===== src/hdl/rppdr_pkg.sv =====
// Shared types and constants for the rotated pixel plot / dirty box engine.
// No dependencies; every other file imports this package.
package rppdr_pkg;

    // Panel geometry
    localparam int PANEL_WIDTH  = 480;
    localparam int PANEL_HEIGHT = 480;
    localparam int PIXELS       = PANEL_WIDTH * PANEL_HEIGHT;

    // Derived widths
    localparam int ADDR_W  = (PIXELS > 1) ? $clog2(PIXELS) : 1;
    localparam int XW      = (PANEL_WIDTH > 1) ? $clog2(PANEL_WIDTH) : 1;
    localparam int YW      = (PANEL_HEIGHT > 1) ? $clog2(PANEL_HEIGHT) : 1;
    localparam int BOX_MAX = (PANEL_WIDTH > PANEL_HEIGHT) ? PANEL_WIDTH : PANEL_HEIGHT;
    localparam int BOX_W   = $clog2(BOX_MAX + 1);
    localparam int CALC_W  = 14;            // signed room for 12-bit coords and panel sizes

    // Fixed field widths
    localparam int CMD_W   = 2;
    localparam int COORD_W = 12;
    localparam int CH_W    = 8;
    localparam int EDGE_W  = 9;
    localparam int COL_W   = 16;
    localparam int CFG_IDX_W  = 3;
    localparam int CFG_DATA_W = 9;

    // Command codes
    localparam logic [CMD_W-1:0] CMD_PLOT = 2'd0;
    localparam logic [CMD_W-1:0] CMD_FILL = 2'd1;
    localparam logic [CMD_W-1:0] CMD_TAKE = 2'd2;

    // Rotation codes
    localparam logic [1:0] ROT_0   = 2'd0;
    localparam logic [1:0] ROT_90  = 2'd1;
    localparam logic [1:0] ROT_180 = 2'd2;
    localparam logic [1:0] ROT_270 = 2'd3;

    // Register indexes
    localparam logic [CFG_IDX_W-1:0] REG_ROTATION    = 3'd0;
    localparam logic [CFG_IDX_W-1:0] REG_CLIP_ENABLE = 3'd1;
    localparam logic [CFG_IDX_W-1:0] REG_CLIP_X_MIN  = 3'd2;
    localparam logic [CFG_IDX_W-1:0] REG_CLIP_Y_MIN  = 3'd3;
    localparam logic [CFG_IDX_W-1:0] REG_CLIP_X_MAX  = 3'd4;
    localparam logic [CFG_IDX_W-1:0] REG_CLIP_Y_MAX  = 3'd5;

    localparam logic [EDGE_W-1:0] CLIP_MAX_RESET = 9'd480;

    typedef struct packed {
        logic [CMD_W-1:0]          cmd;
        logic signed [COORD_W-1:0] pos_x;
        logic signed [COORD_W-1:0] pos_y;
        logic [CH_W-1:0]           red;
        logic [CH_W-1:0]           green;
        logic [CH_W-1:0]           blue;
    } req_t;

    typedef struct packed {
        logic              pixel_changed;
        logic              box_empty;
        logic [EDGE_W-1:0] box_left;
        logic [EDGE_W-1:0] box_top;
        logic [EDGE_W-1:0] box_right;
        logic [EDGE_W-1:0] box_bottom;
    } rsp_t;

    // Controller -> datapath
    typedef struct packed {
        logic ld_item;      // latch accepted item, clear result
        logic ld_pos;       // clip and rotate
        logic ld_addr;      // form store address
        logic rd_en;        // read stored pixel
        logic wr_plot;      // write pixel, grow box
        logic fill_step;    // write one fill pixel
        logic fill_box;     // mark whole frame dirty
        logic take_box;     // report box and reset it
        logic ld_out;       // move result into output register
    } ctrl_t;

    // Datapath -> controller
    typedef struct packed {
        logic [CMD_W-1:0] cmd;
        logic             pos_ok;
        logic             differ;
        logic             fill_last;
        logic             fill_allowed;
    } stat_t;

    function automatic logic [COL_W-1:0] pack565(input logic [CH_W-1:0] r,
                                                 input logic [CH_W-1:0] g,
                                                 input logic [CH_W-1:0] b);
        pack565 = {r[7:3], g[7:2], b[7:3]};
    endfunction

endpackage


===== src/hdl/rppdr_ctrl.sv =====
// Sequencing state machine for the pixel plot engine.
// Depends on rppdr_pkg; drives rppdr_dp through ctrl_t.
module rppdr_ctrl (
    input  logic            clk,
    input  logic            rst_n,
    input  logic            req_valid,
    output logic            req_ready,
    output logic            rsp_valid,
    input  logic            rsp_ready,
    input  rppdr_pkg::stat_t stat,
    output rppdr_pkg::ctrl_t ctrl
);
    import rppdr_pkg::*;

    typedef enum logic [2:0] {
        S_IDLE,
        S_DECODE,
        S_ADDR,
        S_READ,
        S_CMP,
        S_FILL,
        S_DONE
    } state_t;

    state_t state_reg, state_next;
    logic   rsp_valid_reg, rsp_valid_next;
    logic   slot_free;

    assign slot_free = !rsp_valid_reg || rsp_ready;
    assign req_ready = (state_reg == S_IDLE);
    assign rsp_valid = rsp_valid_reg;

    always_comb
    begin
        ctrl           = '0;
        state_next     = state_reg;
        rsp_valid_next = rsp_valid_reg && !rsp_ready;
        case (state_reg)
            S_IDLE:
            begin
                if (req_valid)
                begin
                    ctrl.ld_item = 1'b1;
                    state_next   = S_DECODE;
                end
            end
            S_DECODE:
            begin
                ctrl.ld_pos = 1'b1;
                case (stat.cmd)
                    CMD_PLOT: state_next = S_ADDR;
                    CMD_FILL: state_next = stat.fill_allowed ? S_FILL : S_DONE;
                    CMD_TAKE:
                    begin
                        ctrl.take_box = 1'b1;
                        state_next    = S_DONE;
                    end
                    default:  state_next = S_DONE;
                endcase
            end
            S_ADDR:
            begin
                ctrl.ld_addr = 1'b1;
                state_next   = stat.pos_ok ? S_READ : S_DONE;
            end
            S_READ:
            begin
                ctrl.rd_en = 1'b1;
                state_next = S_CMP;
            end
            S_CMP:
            begin
                ctrl.wr_plot = stat.differ;
                state_next   = S_DONE;
            end
            S_FILL:
            begin
                ctrl.fill_step = 1'b1;
                if (stat.fill_last)
                begin
                    ctrl.fill_box = 1'b1;
                    state_next    = S_DONE;
                end
            end
            S_DONE:
            begin
                if (slot_free)
                begin
                    ctrl.ld_out    = 1'b1;
                    rsp_valid_next = 1'b1;
                    state_next     = S_IDLE;
                end
            end
            default: state_next = S_IDLE;
        endcase
    end

    always_ff @(posedge clk or negedge rst_n)
    begin
        if (!rst_n)
        begin
            state_reg     <= S_IDLE;
            rsp_valid_reg <= 1'b0;
        end
        else
        begin
            state_reg     <= state_next;
            rsp_valid_reg <= rsp_valid_next;
        end
    end

endmodule


===== config.mk =====
export PLATFORM = sky130hd
export DESIGN_NAME = rppdr_ctrl
export DESIGN_NICKNAME = d
export VERILOG_FILES = /design/src/hdl/rppdr_pkg.sv /design/src/hdl/rppdr_ctrl.sv
export SDC_FILE = /design/constraint.sdc
export NUM_CORES = 1
export LEC_CHECK = 0
export ABC_AREA = 1
export ABC_CLOCK_PERIOD_IN_PS = 2200
export BUFFER_PORTS_ARGS = -buffer_cell sky130_fd_sc_hd__buf_2
export CORE_AREA = 3 3 40 42
export DETAILED_ROUTE_END_ITERATION = 8
export DIE_AREA = 0 0 43 45
export MAX_ROUTING_LAYER = met4
export PLACE_DENSITY = 0.5
export SETUP_SLACK_MARGIN = 0.4
export SKIP_CTS_REPAIR_TIMING = 1
export SYNTH_ARGS = -nofsm -noshare
export SYNTH_HDL_FRONTEND = slang
export SYNTH_SLANG_ARGS = --single-unit

===== constraint.sdc =====
create_clock -name clk -period 2.2 [get_ports clk]
set_input_delay 0.11 -clock clk [delete_from_list [all_inputs] [get_ports clk]]
set_output_delay 0.11 -clock clk [all_outputs]
set_load 0.01 [all_outputs]

==> flow_metrics.env <==
export IMPL_status="complete, no violations"
export IMPL_syn_inst=60
export IMPL_grt_total_usage=0.1066
export IMPL_drt_initial_drc_count=9
export IMPL_drcViolationCount=0
export IMPL_use_met3=0.03187
export IMPL_die_y_um=45
export IMPL_wl_per_cell_um=8.806
export IMPL_cts_tree="done"
export IMPL_antenna_cells=0
export IMPL_place_area_um2=447.9
export IMPL_timing_final_crit_share=0.6308
export IMPL_ios=21
export IMPL_dieArea_mm2=0.001935
export IMPL_max_freq_mhz=720.6
export IMPL_overflow=0
export IMPL_gr_usage_met2=0.1587
export IMPL_synth_top_cells_by_area="dfrtp_1 29%, nor2_1 18%, nand2_1 17%"
export IMPL_setup_viol=0
export IMPL_place_congestion=0.7215
export IMPL_grt_pass1_wl_um=1511
export IMPL_top_usage_layer="met2"
export IMPL_cts_root_buf="clkbuf_4"
export IMPL_cts_buffer_depth=2
export IMPL_path_class="flip-flop to primary output"
export IMPL_nFillCells=161
export IMPL_cts_sink_count=4
export IMPL_cts_buffers=3
export IMPL_rrSetupSlack_ps=960
export IMPL_min_path_cells=2
export IMPL_endpoint_kind="primary output"
export IMPL_r2r_cells=5
export IMPL_dieWidth_um=43
export IMPL_crit_path_start_kind="flip-flop"
export IMPL_core_mm2=0.001285
export IMPL_syn_avg_cell_area_um2=5.672
export IMPL_synth_fp_nets=70
export IMPL_timing_final_crit_period_ps=1388
export IMPL_final_setup_tns_ps=0
export IMPL_largest_register_ff_count=3
export IMPL_synth_top_family_by_area="simple AND/OR/NAND/NOR gates"
export IMPL_p_seq_frac=0.266
export IMPL_muxShareOfSynthArea=0
export IMPL_area_growth_pct=41.18
export IMPL_yosys_area_share_adder=0
export IMPL_place_hpwl_um=745.4
export IMPL_ys_dominant_reg_cell="dfrtp_1"
export IMPL_crit_fanout=9
export IMPL_vdd_drop_max_mv=0.5277
export IMPL_synth_seq_cells=4
export IMPL_netlist_area_um2=340.3
export IMPL_synth_xor_area_share=0
export IMPL_synth_warnings=0
export IMPL_skew_ps=2.111
export IMPL_ys_seq_area_frac=0.2941
export IMPL_synthArstFlopShare=1.000
export IMPL_initial_core_util=0.2648
export IMPL_final_hold_viol_count=0
export IMPL_synth_compound_area_share=0.03309
export IMPL_synth_distinct_cells=12
export IMPL_synth_edff_count=0
export IMPL_layout_drive_gt1_share=0.3012
export IMPL_yosysTopAreaCell="dfrtp_1"
export IMPL_max_slew_worst_pin_slew_ps=269.4
export IMPL_wl_um=863
export IMPL_design_area_um2=480.5
export IMPL_worst_r2r_endpoint="state_reg[1]"
export IMPL_place_port_buffers=20
export IMPL_seq_area_um2=100.1
export IMPL_synth_top_cells_by_count="16 x nor2_1, 15 x nand2_1, 11 x inv_1"
export IMPL_min_delay_worst_endpoint="rsp_valid"
export IMPL_yosysTopAreaCellShare=0.2941
export IMPL_hp_start="rsp_ready"
export IMPL_antenna_found_initial=0
export IMPL_switchingPower_uw=298.5
export IMPL_hp_class="primary input to flip-flop"
export IMPL_cap_violations=0
export IMPL_p_comb_frac=0.583
export IMPL_power_leakage_uw=0.0003226
export IMPL_vias=425
export IMPL_synthSimpleGateAreaFrac=0.5074
export IMPL_pwr_share_clk=0.151
export IMPL_clk_pin_slew_ps=40
export IMPL_multiInputGateArea_um2=183.9
export IMPL_final_max_slew_viol_count=0
export IMPL_power_density_mw_per_mm2=1259
export IMPL_sw_frac_of_total=0.4937
export IMPL_relSlewSlack=0.8204
export IMPL_p_int_uw=306.2
export IMPL_cts_max_level=1
export IMPL_ant_nets=0
export IMPL_met1_usage=0.1311
export IMPL_dr_pass1_iters=4
export IMPL_rsz0062_at_grt="no"
export IMPL_crit_start="state_reg[2]"
export IMPL_grt_pass1_vias=374
export IMPL_clock_latency_ps=230
export IMPL_crit_arrival_ps=1280
export IMPL_yosysMostFrequentCell="nor2_1"
export IMPL_rows=13
export IMPL_r2r_start="state_reg[2]"
export IMPL_grt_start_max_net_pins=10
export IMPL_via_per_inst=4.337
export IMPL_worst_ep_required_time_ps=2090
export IMPL_total_power_uw=604.7
export IMPL_nets=95
layout by cell type, fill, tap and decap left out, drive strengths merged:
cell type and count:
dfrtp 4, dlygate4sd3 1, a31oi 1, buf 20
nor2 16, nor4 1, nand2 15, clkbuf 3
o21ai 1, nand3 6, nor3 3, inv 12
layout make-up:
type	instances	share of cell area
Multi-Input combinational cell	43	0.3828
Timing Repair Buffer	21	0.2292
Sequential cell	4	0.2083
Inverter	12	0.09375
Clock buffer	3	0.04687
Tap cell	15	0.03906
cell families (layout without fill, tap and decap cells):
logic type	after synthesis	count (layout)
compound gates	2	2
simple gates	41	41
buf+inv	13	36
flops	4	4
layer usage:
metal / part of all wire / vias up / wire length (µm)
met5: 0 / - / 0
met2: 0.49 / 13 / 420
met1: 0.44 / 185 / 379
li1: - / 227 / -
met4: 0 / 0 / 0
met3: 0.073 / 0 / 63
worst max-delay path, cell delays in order (launching register included):
cell     delay, ps
dfrtp_1        460
inv_1          130
nand3_1        140
nor3_1         160
buf_2          160
power groups by stage:
| stage | Sequential (µW) | Clock, µW | Combinational [µW] |
|---|---|---|---|
| final | 161 | 91.5 | 353 |
| after global routing | 169 | 103 | 420 |
| after CTS | 161 | 95.7 | 360 |
| after detailed placement | 161 | 0 | 360 |
| after global placement | 161 | 0 | 360 |
| after floorplan | 145 | 0 | 273 |
metrics by stage:
step                utilization  instances  hold slack, ps  setup slack, ps
finish                   0.3739         98           82.79            812.3
detailed placement       0.3486         94          -76.61            973.2
floorplan                     -         60          -185.6             1098
global placement         0.3486         94          -78.06            968.7
CTS                      0.3661         97          -329.0            817.7
global route             0.3739         98           121.6            653.4
worst max path at each step:
stage / to / slack (ps) / cells past startpoint
after floorplan: state_reg[0] / 1100 / 6
after global placement: state_reg[1] / 970 / 5
after detailed placement: state_reg[1] / 970 / 5
after CTS: ctrl[1] / 820 / 4
after global routing: ctrl[1] / 650 / 4
final: ctrl[1] / 810 / 4
(Power assumes the default switching activity.)
